File: src/design/mchw_pkg.sv
// Package for the multi-channel heartbeat watchdog: sizes, codes and types.
// No dependencies; every design file except mchw_ram imports it.
package mchw_pkg;

  // Sizes
  localparam int CHANNELS   = 4;
  localparam int COUNT_BITS = 17;
  localparam int LIMIT_W    = 16;
  localparam int LIMIT_REGS = 4;
  localparam int LIM_IDX_W  = 2;
  localparam int CH_W       = 2;
  localparam int KIND_W     = 2;
  localparam int ACT_W      = 3;
  localparam int MASK_W     = 4;
  localparam int CFG_IDX_W  = 3;
  localparam int CFG_DATA_W = 16;
  localparam int ADDR_W     = (CHANNELS > 1) ? $clog2(CHANNELS) : 1;
  localparam int CMP_W      = (COUNT_BITS > LIMIT_W) ? COUNT_BITS : LIMIT_W;

  // Input operation codes
  localparam logic OP_TICK = 1'b0;
  localparam logic OP_BEAT = 1'b1;

  // Configuration register indexes
  localparam logic [CFG_IDX_W-1:0] REG_ACTIVE = 3'd0;
  localparam logic [CFG_IDX_W-1:0] REG_MASK   = 3'd1;
  localparam logic [CFG_IDX_W-1:0] REG_LIMIT0 = 3'd2;
  localparam logic [CFG_IDX_W-1:0] REG_LIMIT3 = 3'd5;

  // Event kinds
  typedef enum logic [KIND_W-1:0] {
    KIND_BEAT    = 2'd0,
    KIND_PRE     = 2'd1,
    KIND_TIMEOUT = 2'd2
  } kind_t;

  // Sequencer states
  typedef enum logic [1:0] {
    ST_IDLE,
    ST_SCAN,
    ST_FLUSH,
    ST_DRAIN
  } mchw_state_t;

endpackage

File: src/design/mchw_in_if.sv
// Input channel interface of the heartbeat watchdog (tick or heartbeat beats).
// Depends on mchw_pkg.
interface mchw_in_if import mchw_pkg::*; ();
  logic            valid;
  logic            ready;
  logic            operation;
  logic [CH_W-1:0] channel;
  logic            enable_flag;

  modport source (output valid, operation, channel, enable_flag, input ready);
  modport sink   (input valid, operation, channel, enable_flag, output ready);
endinterface

File: src/design/mchw_out_if.sv
// Result channel interface of the heartbeat watchdog (event beats).
// Depends on mchw_pkg.
interface mchw_out_if import mchw_pkg::*; ();
  logic              valid;
  logic              ready;
  logic [CH_W-1:0]   event_channel;
  logic [KIND_W-1:0] event_kind;
  logic              last_event;

  modport source (output valid, event_channel, event_kind, last_event, input ready);
  modport sink   (input valid, event_channel, event_kind, last_event, output ready);
endinterface

File: src/design/mchw_cfg_if.sv
// Configuration write interface of the heartbeat watchdog.
// Depends on mchw_pkg.
interface mchw_cfg_if import mchw_pkg::*; ();
  logic                  valid;
  logic                  ready;
  logic [CFG_IDX_W-1:0]  reg_index;
  logic [CFG_DATA_W-1:0] wdata;

  modport source (output valid, reg_index, wdata, input ready);
  modport sink   (input valid, reg_index, wdata, output ready);
endinterface

File: src/design/mchw_ram.sv
// Generic single-write, single-read synchronous RAM with registered read data.
// No dependencies.
module mchw_ram #(
  parameter int WIDTH = 8,
  parameter int DEPTH = 4
) (
  input  logic                                    clk,
  input  logic                                    we,
  input  logic [((DEPTH > 1) ? $clog2(DEPTH) : 1)-1:0] waddr,
  input  logic [WIDTH-1:0]                        wdata,
  input  logic [((DEPTH > 1) ? $clog2(DEPTH) : 1)-1:0] raddr,
  output logic [WIDTH-1:0]                        rdata
);

  logic [WIDTH-1:0] mem_r [DEPTH];

  // Write port and registered read port
  always_ff @(posedge clk) begin
    if (we) begin
      mem_r[waddr] <= wdata;
    end
    rdata <= mem_r[raddr];
  end

endmodule

File: src/design/multi_channel_heartbeat_watchdog.sv
// Multi-channel heartbeat watchdog top level: sequencer, flags, event buffer.
// Depends on mchw_pkg, mchw_in_if, mchw_out_if, mchw_cfg_if and mchw_ram.
//
//  port    | dir  | beat contents
//  --------+------+---------------------------------------------
//  in_ch   | sink | operation, channel, enable_flag
//  out_ch  | src  | event_channel, event_kind, last_event
//  cfg_ch  | sink | reg_index, wdata (always ready)
//
// A heartbeat is accepted in idle, then its event beat is delivered in the drain state.
// A tick is accepted, then the scan reads and updates the idle count of each channel in
// use (up to 4), one entry per cycle, then a flush state, then the drain state delivers its event beats;
// with no channel in use a tick is accepted in idle and the block stays there.
// rst_n is synchronous; after it all counts read as never used and are
// rewritten to zero on the first visit with the channel enabled, since every beat flag resets set.
// Input is not taken while events of the previous item are still queued.
module multi_channel_heartbeat_watchdog
  import mchw_pkg::*;
(
  input  logic        clk,
  input  logic        rst_n,
  mchw_in_if.sink     in_ch,
  mchw_out_if.source  out_ch,
  mchw_cfg_if.sink    cfg_ch
);

  mchw_state_t state_r, state_nxt;

  logic [ACT_W-1:0]      active_r;
  logic [LIMIT_W-1:0]    limit_r [LIMIT_REGS];
  logic [CHANNELS-1:0]   pend_r, pend_nxt;
  logic [CHANNELS-1:0]   en_r, en_nxt;
  logic [CHANNELS-1:0]   evv_r, evv_nxt;
  kind_t                 evk_r [CHANNELS];
  kind_t                 evk_nxt [CHANNELS];
  logic [ACT_W-1:0]      scan_idx_r, scan_idx_nxt;
  logic                  ev_vld_r, ev_vld_nxt;
  logic [ADDR_W-1:0]     ev_idx_r, ev_idx_nxt;

  logic [ACT_W-1:0]      used;
  logic                  in_acc, out_acc, cfg_acc, ch_ok;
  logic [CFG_IDX_W-1:0]  lim_wsel;

  logic                  mem_we;
  logic [ADDR_W-1:0]     mem_waddr, mem_raddr;
  logic [COUNT_BITS-1:0] mem_wdata, mem_rdata;

  logic [CMP_W-1:0]      cnt_x, lim_x, half_x;
  logic [COUNT_BITS-1:0] cnt_inc;
  logic [CHANNELS-1:0]   sel_oh;
  logic [ADDR_W-1:0]     sel_idx;
  logic                  sel_last;

  // Handshakes and channel count
  assign in_acc   = in_ch.valid && in_ch.ready;
  assign out_acc  = out_ch.valid && out_ch.ready;
  assign cfg_acc  = cfg_ch.valid && cfg_ch.ready;
  assign used     = (active_r > ACT_W'(CHANNELS)) ? ACT_W'(CHANNELS) : active_r;
  assign ch_ok    = {1'b0, in_ch.channel} < used;
  assign lim_wsel = cfg_ch.reg_index - REG_LIMIT0;

  // Idle count store
  mchw_ram #(
    .WIDTH (COUNT_BITS),
    .DEPTH (CHANNELS)
  ) u_count_ram (
    .clk   (clk),
    .we    (mem_we),
    .waddr (mem_waddr),
    .wdata (mem_wdata),
    .raddr (mem_raddr),
    .rdata (mem_rdata)
  );

  // Count evaluation operands
  assign cnt_x   = CMP_W'(mem_rdata);
  assign lim_x   = CMP_W'(limit_r[LIM_IDX_W'(ev_idx_r)]);
  assign half_x  = lim_x >> 1;
  assign cnt_inc = (mem_rdata == '1) ? mem_rdata : mem_rdata + COUNT_BITS'(1);

  // Lowest queued event goes out first
  assign sel_oh   = evv_r & (~evv_r + CHANNELS'(1));
  assign sel_last = (evv_r == sel_oh);
  always_comb begin
    sel_idx = '0;
    for (int k = CHANNELS - 1; k >= 0; k--) begin
      if (evv_r[k]) begin
        sel_idx = ADDR_W'(k);
      end
    end
  end

  // Next state
  always_comb begin
    state_nxt = state_r;
    unique case (state_r)
      ST_IDLE: begin
        if (in_acc) begin
          if (in_ch.operation == OP_BEAT) begin
            if (ch_ok) state_nxt = ST_DRAIN;
          end else if (used != '0) begin
            state_nxt = ST_SCAN;
          end
        end
      end
      ST_SCAN: begin
        if (scan_idx_r == used - ACT_W'(1)) state_nxt = ST_FLUSH;
      end
      ST_FLUSH: state_nxt = ST_DRAIN;
      ST_DRAIN: begin
        if (evv_nxt == '0) state_nxt = ST_IDLE;
      end
      default: state_nxt = ST_IDLE;
    endcase
  end

  // Outputs of the sequencer
  always_comb begin
    in_ch.ready          = (state_r == ST_IDLE);
    cfg_ch.ready         = 1'b1;
    out_ch.valid         = (state_r == ST_DRAIN) && (evv_r != '0);
    out_ch.event_channel = CH_W'(sel_idx);
    out_ch.event_kind    = evk_r[sel_idx];
    out_ch.last_event    = sel_last;
    mem_raddr            = scan_idx_r[ADDR_W-1:0];
  end

  // Flags, event queue, scan pipeline and count write-back
  always_comb begin
    pend_nxt     = pend_r;
    en_nxt       = en_r;
    evv_nxt      = evv_r;
    evk_nxt      = evk_r;
    scan_idx_nxt = scan_idx_r;
    ev_vld_nxt   = 1'b0;
    ev_idx_nxt   = ev_idx_r;
    mem_we       = 1'b0;
    mem_waddr    = ev_idx_r;
    mem_wdata    = cnt_inc;

    // heartbeat or start of tick
    if (state_r == ST_IDLE && in_acc) begin
      scan_idx_nxt = '0;
      if (in_ch.operation == OP_BEAT && ch_ok) begin
        pend_nxt[in_ch.channel[ADDR_W-1:0]] = 1'b1;
        en_nxt[in_ch.channel[ADDR_W-1:0]]   = in_ch.enable_flag;
        evv_nxt[in_ch.channel[ADDR_W-1:0]]  = 1'b1;
        evk_nxt[in_ch.channel[ADDR_W-1:0]]  = KIND_BEAT;
      end
    end

    // read stage: one entry per cycle
    if (state_r == ST_SCAN) begin
      ev_vld_nxt   = 1'b1;
      ev_idx_nxt   = scan_idx_r[ADDR_W-1:0];
      scan_idx_nxt = scan_idx_r + ACT_W'(1);
    end

    // evaluate stage: entry read last cycle, written back now
    if (ev_vld_r && en_r[ev_idx_r]) begin
      if (pend_r[ev_idx_r]) begin
        pend_nxt[ev_idx_r] = 1'b0;
        mem_we             = 1'b1;
        mem_wdata          = '0;
      end else if (cnt_x < lim_x) begin
        mem_we = 1'b1;
        if (cnt_x == half_x) begin
          evv_nxt[ev_idx_r] = 1'b1;
          evk_nxt[ev_idx_r] = KIND_PRE;
        end
      end else if (cnt_x == lim_x) begin
        mem_we            = 1'b1;
        evv_nxt[ev_idx_r] = 1'b1;
        evk_nxt[ev_idx_r] = KIND_TIMEOUT;
      end
    end

    // drain: retire the delivered event
    if (out_acc) begin
      evv_nxt[sel_idx] = 1'b0;
    end

    // enable mask write reloads every channel enable
    if (cfg_acc && cfg_ch.reg_index == REG_MASK) begin
      for (int k = 0; k < CHANNELS; k++) begin
        en_nxt[k] = cfg_ch.wdata[k];
      end
    end
  end

  // Control registers
  always_ff @(posedge clk) begin
    if (!rst_n) begin
      state_r    <= ST_IDLE;
      pend_r     <= '1;
      en_r       <= '0;
      evv_r      <= '0;
      scan_idx_r <= '0;
      ev_vld_r   <= 1'b0;
      ev_idx_r   <= '0;
    end else begin
      state_r    <= state_nxt;
      pend_r     <= pend_nxt;
      en_r       <= en_nxt;
      evv_r      <= evv_nxt;
      scan_idx_r <= scan_idx_nxt;
      ev_vld_r   <= ev_vld_nxt;
      ev_idx_r   <= ev_idx_nxt;
    end
  end

  // Event kinds (payload)
  always_ff @(posedge clk) begin
    evk_r <= evk_nxt;
  end

  // Configuration registers
  always_ff @(posedge clk) begin
    if (!rst_n) begin
      active_r <= '0;
      for (int k = 0; k < LIMIT_REGS; k++) begin
        limit_r[k] <= '0;
      end
    end else if (cfg_acc) begin
      if (cfg_ch.reg_index == REG_ACTIVE) begin
        active_r <= cfg_ch.wdata[ACT_W-1:0];
      end else if (cfg_ch.reg_index >= REG_LIMIT0 && cfg_ch.reg_index <= REG_LIMIT3) begin
        limit_r[lim_wsel[LIM_IDX_W-1:0]] <= cfg_ch.wdata[LIMIT_W-1:0];
      end
    end
  end

`ifndef SYNTHESIS
  // read and write-back in the scan never hit the same entry
  a_no_collide: assert property (@(posedge clk) disable iff (!rst_n)
    (state_r == ST_SCAN && mem_we) |-> (mem_raddr != mem_waddr))
    else $error("count RAM read and write hit the same entry");

  // a new item is only taken with an empty event queue
  a_ready_empty: assert property (@(posedge clk) disable iff (!rst_n)
    in_ch.ready |-> (evv_r == '0))
    else $error("input ready with events still queued");

  // heartbeat to a channel in use yields one final event next cycle
  a_beat_event: assert property (@(posedge clk) disable iff (!rst_n)
    (in_acc && in_ch.operation == OP_BEAT && ch_ok) |=>
      (out_ch.valid && out_ch.last_event))
    else $error("heartbeat event missing");

  // last flag only on the sole remaining event
  a_last_one: assert property (@(posedge clk) disable iff (!rst_n)
    (out_ch.valid && out_ch.last_event) |-> $onehot(evv_r))
    else $error("last event flagged with more events queued");
`endif

endmodule

File: src/flat_wrapper.sv
// flat-port wrapper written by rule: the top's interface ports become plain ports
module multi_channel_heartbeat_watchdog_flat import mchw_pkg::*;
  (clk, rst_n, in_ch_valid, in_ch_operation, in_ch_channel, in_ch_enable_flag, in_ch_ready, out_ch_valid, out_ch_event_channel, out_ch_event_kind, out_ch_last_event, out_ch_ready, cfg_ch_valid, cfg_ch_reg_index, cfg_ch_wdata, cfg_ch_ready);
  mchw_in_if in_ch_i ();
  mchw_out_if out_ch_i ();
  mchw_cfg_if cfg_ch_i ();
  input  logic clk;
  input  logic rst_n;
  input wire logic [$bits(in_ch_i.valid)-1:0] in_ch_valid;
  input wire logic [$bits(in_ch_i.operation)-1:0] in_ch_operation;
  input wire logic [$bits(in_ch_i.channel)-1:0] in_ch_channel;
  input wire logic [$bits(in_ch_i.enable_flag)-1:0] in_ch_enable_flag;
  output wire logic [$bits(in_ch_i.ready)-1:0] in_ch_ready;
  output wire logic [$bits(out_ch_i.valid)-1:0] out_ch_valid;
  output wire logic [$bits(out_ch_i.event_channel)-1:0] out_ch_event_channel;
  output wire logic [$bits(out_ch_i.event_kind)-1:0] out_ch_event_kind;
  output wire logic [$bits(out_ch_i.last_event)-1:0] out_ch_last_event;
  input wire logic [$bits(out_ch_i.ready)-1:0] out_ch_ready;
  input wire logic [$bits(cfg_ch_i.valid)-1:0] cfg_ch_valid;
  input wire logic [$bits(cfg_ch_i.reg_index)-1:0] cfg_ch_reg_index;
  input wire logic [$bits(cfg_ch_i.wdata)-1:0] cfg_ch_wdata;
  output wire logic [$bits(cfg_ch_i.ready)-1:0] cfg_ch_ready;
  assign in_ch_i.valid = in_ch_valid;
  assign in_ch_i.operation = in_ch_operation;
  assign in_ch_i.channel = in_ch_channel;
  assign in_ch_i.enable_flag = in_ch_enable_flag;
  assign in_ch_ready = in_ch_i.ready;
  assign out_ch_valid = out_ch_i.valid;
  assign out_ch_event_channel = out_ch_i.event_channel;
  assign out_ch_event_kind = out_ch_i.event_kind;
  assign out_ch_last_event = out_ch_i.last_event;
  assign out_ch_i.ready = out_ch_ready;
  assign cfg_ch_i.valid = cfg_ch_valid;
  assign cfg_ch_i.reg_index = cfg_ch_reg_index;
  assign cfg_ch_i.wdata = cfg_ch_wdata;
  assign cfg_ch_ready = cfg_ch_i.ready;
  multi_channel_heartbeat_watchdog u_core (.clk(clk), .rst_n(rst_n), .in_ch(in_ch_i), .out_ch(out_ch_i), .cfg_ch(cfg_ch_i));
endmodule
File: config.mk
export PLATFORM = sky130hd
export DESIGN_NAME = multi_channel_heartbeat_watchdog_flat
export DESIGN_NICKNAME = d
export VERILOG_FILES = /design/src/design/mchw_pkg.sv /design/src/design/mchw_in_if.sv /design/src/design/mchw_out_if.sv /design/src/design/mchw_cfg_if.sv /design/src/design/mchw_ram.sv /design/src/design/multi_channel_heartbeat_watchdog.sv /design/src/flat_wrapper.sv
export SDC_FILE = /design/constraint.sdc
export NUM_CORES = 1
export LEC_CHECK = 0
export BUFFER_PORTS_ARGS = -buffer_cell sky130_fd_sc_hd__buf_2
export CORE_MARGIN = 1.5
export CORE_UTILIZATION = 45
export CTS_BUF_LIST = sky130_fd_sc_hd__clkbuf_8 sky130_fd_sc_hd__clkbuf_16
export CTS_CLUSTER_SIZE = 8
export DETAILED_ROUTE_END_ITERATION = 16
export PLACE_DENSITY = 0.62
export SLEW_MARGIN = 0
export SYNTH_ARGS = -nofsm -noshare
export SYNTH_HDL_FRONTEND = slang
export SYNTH_SLANG_ARGS = --single-unit
File: constraint.sdc
create_clock -name clk -period 4.2 [get_ports clk]
set_input_delay 0.42 -clock clk [delete_from_list [all_inputs] [get_ports clk]]
set_output_delay 0.42 -clock clk [all_outputs]
set_load 0.01 [all_outputs]
### After elaboration in Yosys (flattened, before gate mapping)

Memories as Yosys holds them, arrays and structs flattened. A register that Yosys moved wholly into a read port is not among the register bits.
Index checks and enable logic that the tools add are counted.

* flip-flop bits (word level): 31
* memories kept: 2
* word-level logic and storage cells: 169
* output and inout bits: 8
* memory bits (writable): 132
* bits of input ports: 28

* $add $sub $neg: 5
* multiplexer cells: 75
* magnitude comparators: 16
* bitwise operators: 20
* reduce and logical (&&, ||, !) cells: 25
* equality and inequality tests: 14

Memory list
* u_core.u_count_ram.mem_r: words 4, bits a word 17, rd ports 1, clocked after memory_dff 1, wr ports 1, line mchw_ram.sv:15 `logic [WIDTH-1:0] mem_r [DEPTH];`
* u_core.limit_r: words 4, bits a word 16, rd ports 1, clocked after memory_dff 1, wr ports 4, line multi_channel_heartbeat_watchdog.sv:30 `logic [LIMIT_W-1:0] limit_r [LIMIT_REGS];`

Operator list (count)
* 4-bit two-way mux: 15
* 8-bit two-way mux: 7
* 17-bit two-way mux: 3
* 2-bit two-way mux: 17
* 4-bit AND: 5
* 4-bit NOT: 5
* 4-bit bitwise OR: 5
* 1-bit two-way mux: 19
* 17-bit by 1-bit adder with 17-bit output (second input constant): 1
* 17-bit by 15-bit equality test with 1-bit output: 1
* 17-bit by 16-bit equality test with 1-bit output: 1
* 17-bit equality test (second input constant): 1
* 17-bit by 16-bit less-than comparator with 1-bit output: 1
* 16-bit two-way mux: 1
* 16-bit OR reduction: 1
* 1-bit logical AND: 13
* 3-bit greater-or-equal comparator (second input constant): 3
* 2-bit by 3-bit less-than comparator with 1-bit output (second input constant): 3
* 3-bit two-way mux: 3
* 2-bit NOT with 3-bit output: 3
* 8-bit AND: 1
* 2-bit demux with 2-bit select: 2
* 8-bit NOT: 1
* 2-bit case mux with 4 select lines: 1
* 30 further kinds: 42

### Logic depth before layout (Yosys ltp)

* word-level depth: 17
* mapped depth: 15
* gate-level depth less buffers: 12

### Hierarchy

From an unflattened synthesis, not the netlist that was laid out.

* cell total of the unflattened synthesis: 688
* area total of the unflattened synthesis: 8787.2 µm²

By module, submodules not included
* multi_channel_heartbeat_watchdog: cells an instance 578, area an instance 5923.2 µm², instances 1, seq. area each 2582.5 µm²
* mchw_ram: cells an instance 110, area an instance 2864.0 µm², instances 1, seq. area each 2382.3 µm²

### Worst setup path after synthesis

Ideal clock, no wire load.

* kind: register to register
* from: reg (tool-made name)
* to: mem u_core.u_count_ram.mem_r[0][0] (netlist bit) (enable)
* cell stages (with the launch flop): 12
* arrival: 3.449 ns
* period minus slack after synthesis: 3.839 ns
* path slack: 0.361 ns
* cell sequence: dfxtp_1 buf_6 buf_12 mux4_2 inv_1 ha_1 a21o_1 a221o_1 a2111oi_0 o21ai_1 a21o_1 nor2_1

RTL lines (line)
* end: declaration: mchw_ram.sv:15

==> reports/qor.yml <==
core_um2: 18800
die_h_um: 141
cts-htree-levels: 4
antenna_found_initial: 0
cp.arrival_ns: 4.31
setup_viol: 0
die_area_um2: 20000
drt-pass1-iter-count: 5
ir_worst_vdd_v: 0.000305
cts_max_path_buffers: 2
grt_pass1_vias: 5453
cts-buffers-inserted: 17
cp.buffers_inverters: 2
synth_edf_count: 132
clock-sinks: 182
drive_above_1_share_pct: 17.1
drt_first_iter_violations: 328
pre_cts_ws_ns: 0.220
min_period_over_period_pct: 93.7
die_w_um: 141
track_usage_pct: 19.6
maxCapViolations: 0
cts_tree: "built"
hold_path_class: "in2reg"
yosysTopAreaCellShare_pct: 46.0
setup-tns-final_ns: 0
syn_nets: 735
max_clock_freq_mhz: 254
antenna_cells: 0
synth.avg_cell_area_um2: 12.6
min_period_ns: 3.93
wl_per_cell_um: 19.4
dp_hpwl_mm: 13.0
rsz0062_at_grt: "no"
slowest_delay_ns: 0.60
endpoint_kind: "flop"
synth_area_leaders: "edfxtp_1 (46%), dfxtp_1 (12%), mux4_2 (8.1%)"
p_total_mw: 4.52
ys_ff_latch: 182
area_growth_pct: 11.9
ys.flop_type: "edfxtp_1"
p_leak_nw: 3.43
finish.utilization_pct: 51.4
worst_slack_ns: 0.266
n_fill_cell: 1610
startpoint_type: "flop"
grt_pass1_wl_mm: 29.5
cts.clk_slew.worst_paths_ns: 0.08
place.gp.congestion: 0.887
postCtsSetupBuffers: 0
synth_area_um2: 8620
io_buffer_count: 34
path_cells: "mux4_2 > inv_1 > ha_1 > a21o_1 > a221o_1 > a2111oi_0 > buf_4 > o21ai_1 > or4_4 > and2_4 > o21ai_1 > and3_1"
finalClockSkew_ns: 0.0142
grt-ovfl-total: 0
final_cell_mix: "edfxtp_1 (132), and2_1 (67), nor2_1 (58)"
ios: 36
slew_headroom_pct: 24.5
ys_seq_area_share_pct: 57.6
cts_resized: 0
hold_viol: 0
cpLargestDelayFamily: "compound AO/OA/AOI/OAI gates"
yosysTopAreaCell: "edfxtp_1"
hold_buffers: 0
path_class: "reg2reg"
drcViolationCount: 0
ff2ff_setup_slack_ns: 0.27
yosysWarnings: 0
final_common_cell: "edfxtp_1"
cp_common_cell: "o21ai_1"
viasPerCell: 5.68
cts_root_buf: "clkbuf_16"
drv_slew: 0
synth.distinct_cells: 70
num_vias: 5490
slowest_stage: "or4_4"
row_count: 50
grt_max_degree: 22
critical_path.max_fanout: 8
required_ns: 4.58
synthArstFlopShare_pct: 0
insertion_delay_ns: 0.44
postSynthCellCount: 682
worst_pin_slew_ns: 1.13
p_per_area_nw_per_um2: 468
final_nets: 773
initial_core_util_pct: 46.0
status: "complete, no violations"
finalWirelength_mm: 18.7
ant_nets: 0
## final timing paths
kind,cells after the start,endpoint,start
max reg2reg,12,u_core.evv_r[2],flop
max,12,u_core.evv_r[2],flop
min reg2reg,2,u_core.evk_r[7],u_core.evk_r[7]
min,2,u_core.limit_r[2][4],cfg_ch_wdata[4]
## report_power, final
group / total [mW] / internal [mW] / switching, mW
Sequential: 2.22 / 2.09 / 0.127
Clock: 1.58 / 0.844 / 0.737
Combinational: 0.716 / 0.319 / 0.397
## flip-flops by register name (all words and copies together), names as in the netlist, named ones only
signal / count
u_core.u_count_ram.mem_r: 68
u_core.limit_r: 64
u_core.u_count_ram.rdata: 17
u_core.evk_r: 8
u_core.en_r: 4
u_core.evv_r: 4
u_core.pend_r: 4
u_core.active_r: 3
u_core.scan_idx_r: 3
u_core.ev_idx_r: 2
u_core.state_r: 2
u_core.ev_vld_r: 1
## cell usage after synthesis, types with 13 or more instances
library cell	count
mux2i_1	13
clkbuf_1	22
and2_1	67
mux4_2	31
dfxtp_1	50
edfxtp_1	132
ha_1	25
xnor2_1	19
o21ai_0	22
inv_1	29
nand2_1	40
nor2_1	58
## worst register-to-register path: stages (launching register included)
cell       delay [ns]
dfxtp_1          0.57
mux4_2           0.57
inv_1            0.08
ha_1             0.23
a21o_1           0.18
a221o_1          0.34
a2111oi_0        0.55
buf_4            0.21
o21ai_1          0.09
or4_4            0.60
and2_4           0.20
o21ai_1          0.12
and3_1           0.16
## per-stage QoR
stage,instance area [um2],cells,hold slack [ns]
floorplan,8620,682,0.437
global placement,9060,935,0.473
detailed placement,9060,935,0.470
CTS,9650,967,0.272
global route,9650,967,0.284
finish,9650,967,0.288
## cell type report
class	instances	area [um2]	share of cell area [%]
sequential	182	4960	51.4
multi-input combinational	438	3390	35.2
clock buffer	17	425	4.41
timing repair buffer	52	305	3.16
tap	234	293	3.03
clock inverter	15	161	1.67
inverter	29	109	1.13
## cell families (layout without fill, tap and decap cells)
family                   after synthesis  in the layout  synth area share, %
AO/OA/AOI/OAI                         87             87                 6.72
buffers and inverters                 62            113                 3.15
XOR/XNOR                              31             31                 3.15
AND/OR/NAND/NOR                      243            243                 14.9
other                                  1              1               0.0435
adder cells (fa/ha/maj)               26             26                 3.74
flip-flops                           182            182                 57.6
multiplexers                          50             50                 10.7
## layer usage
metal  GRT usage, %  up-vias  share of wire [%]
met3           3.34       22                4.3
met5              0        -                  0
met2           32.9      112                 49
met1           26.1     2763                 45
li1               -     2593                  -
met4           6.62        0                1.4
(Power assumes the default switching activity.)
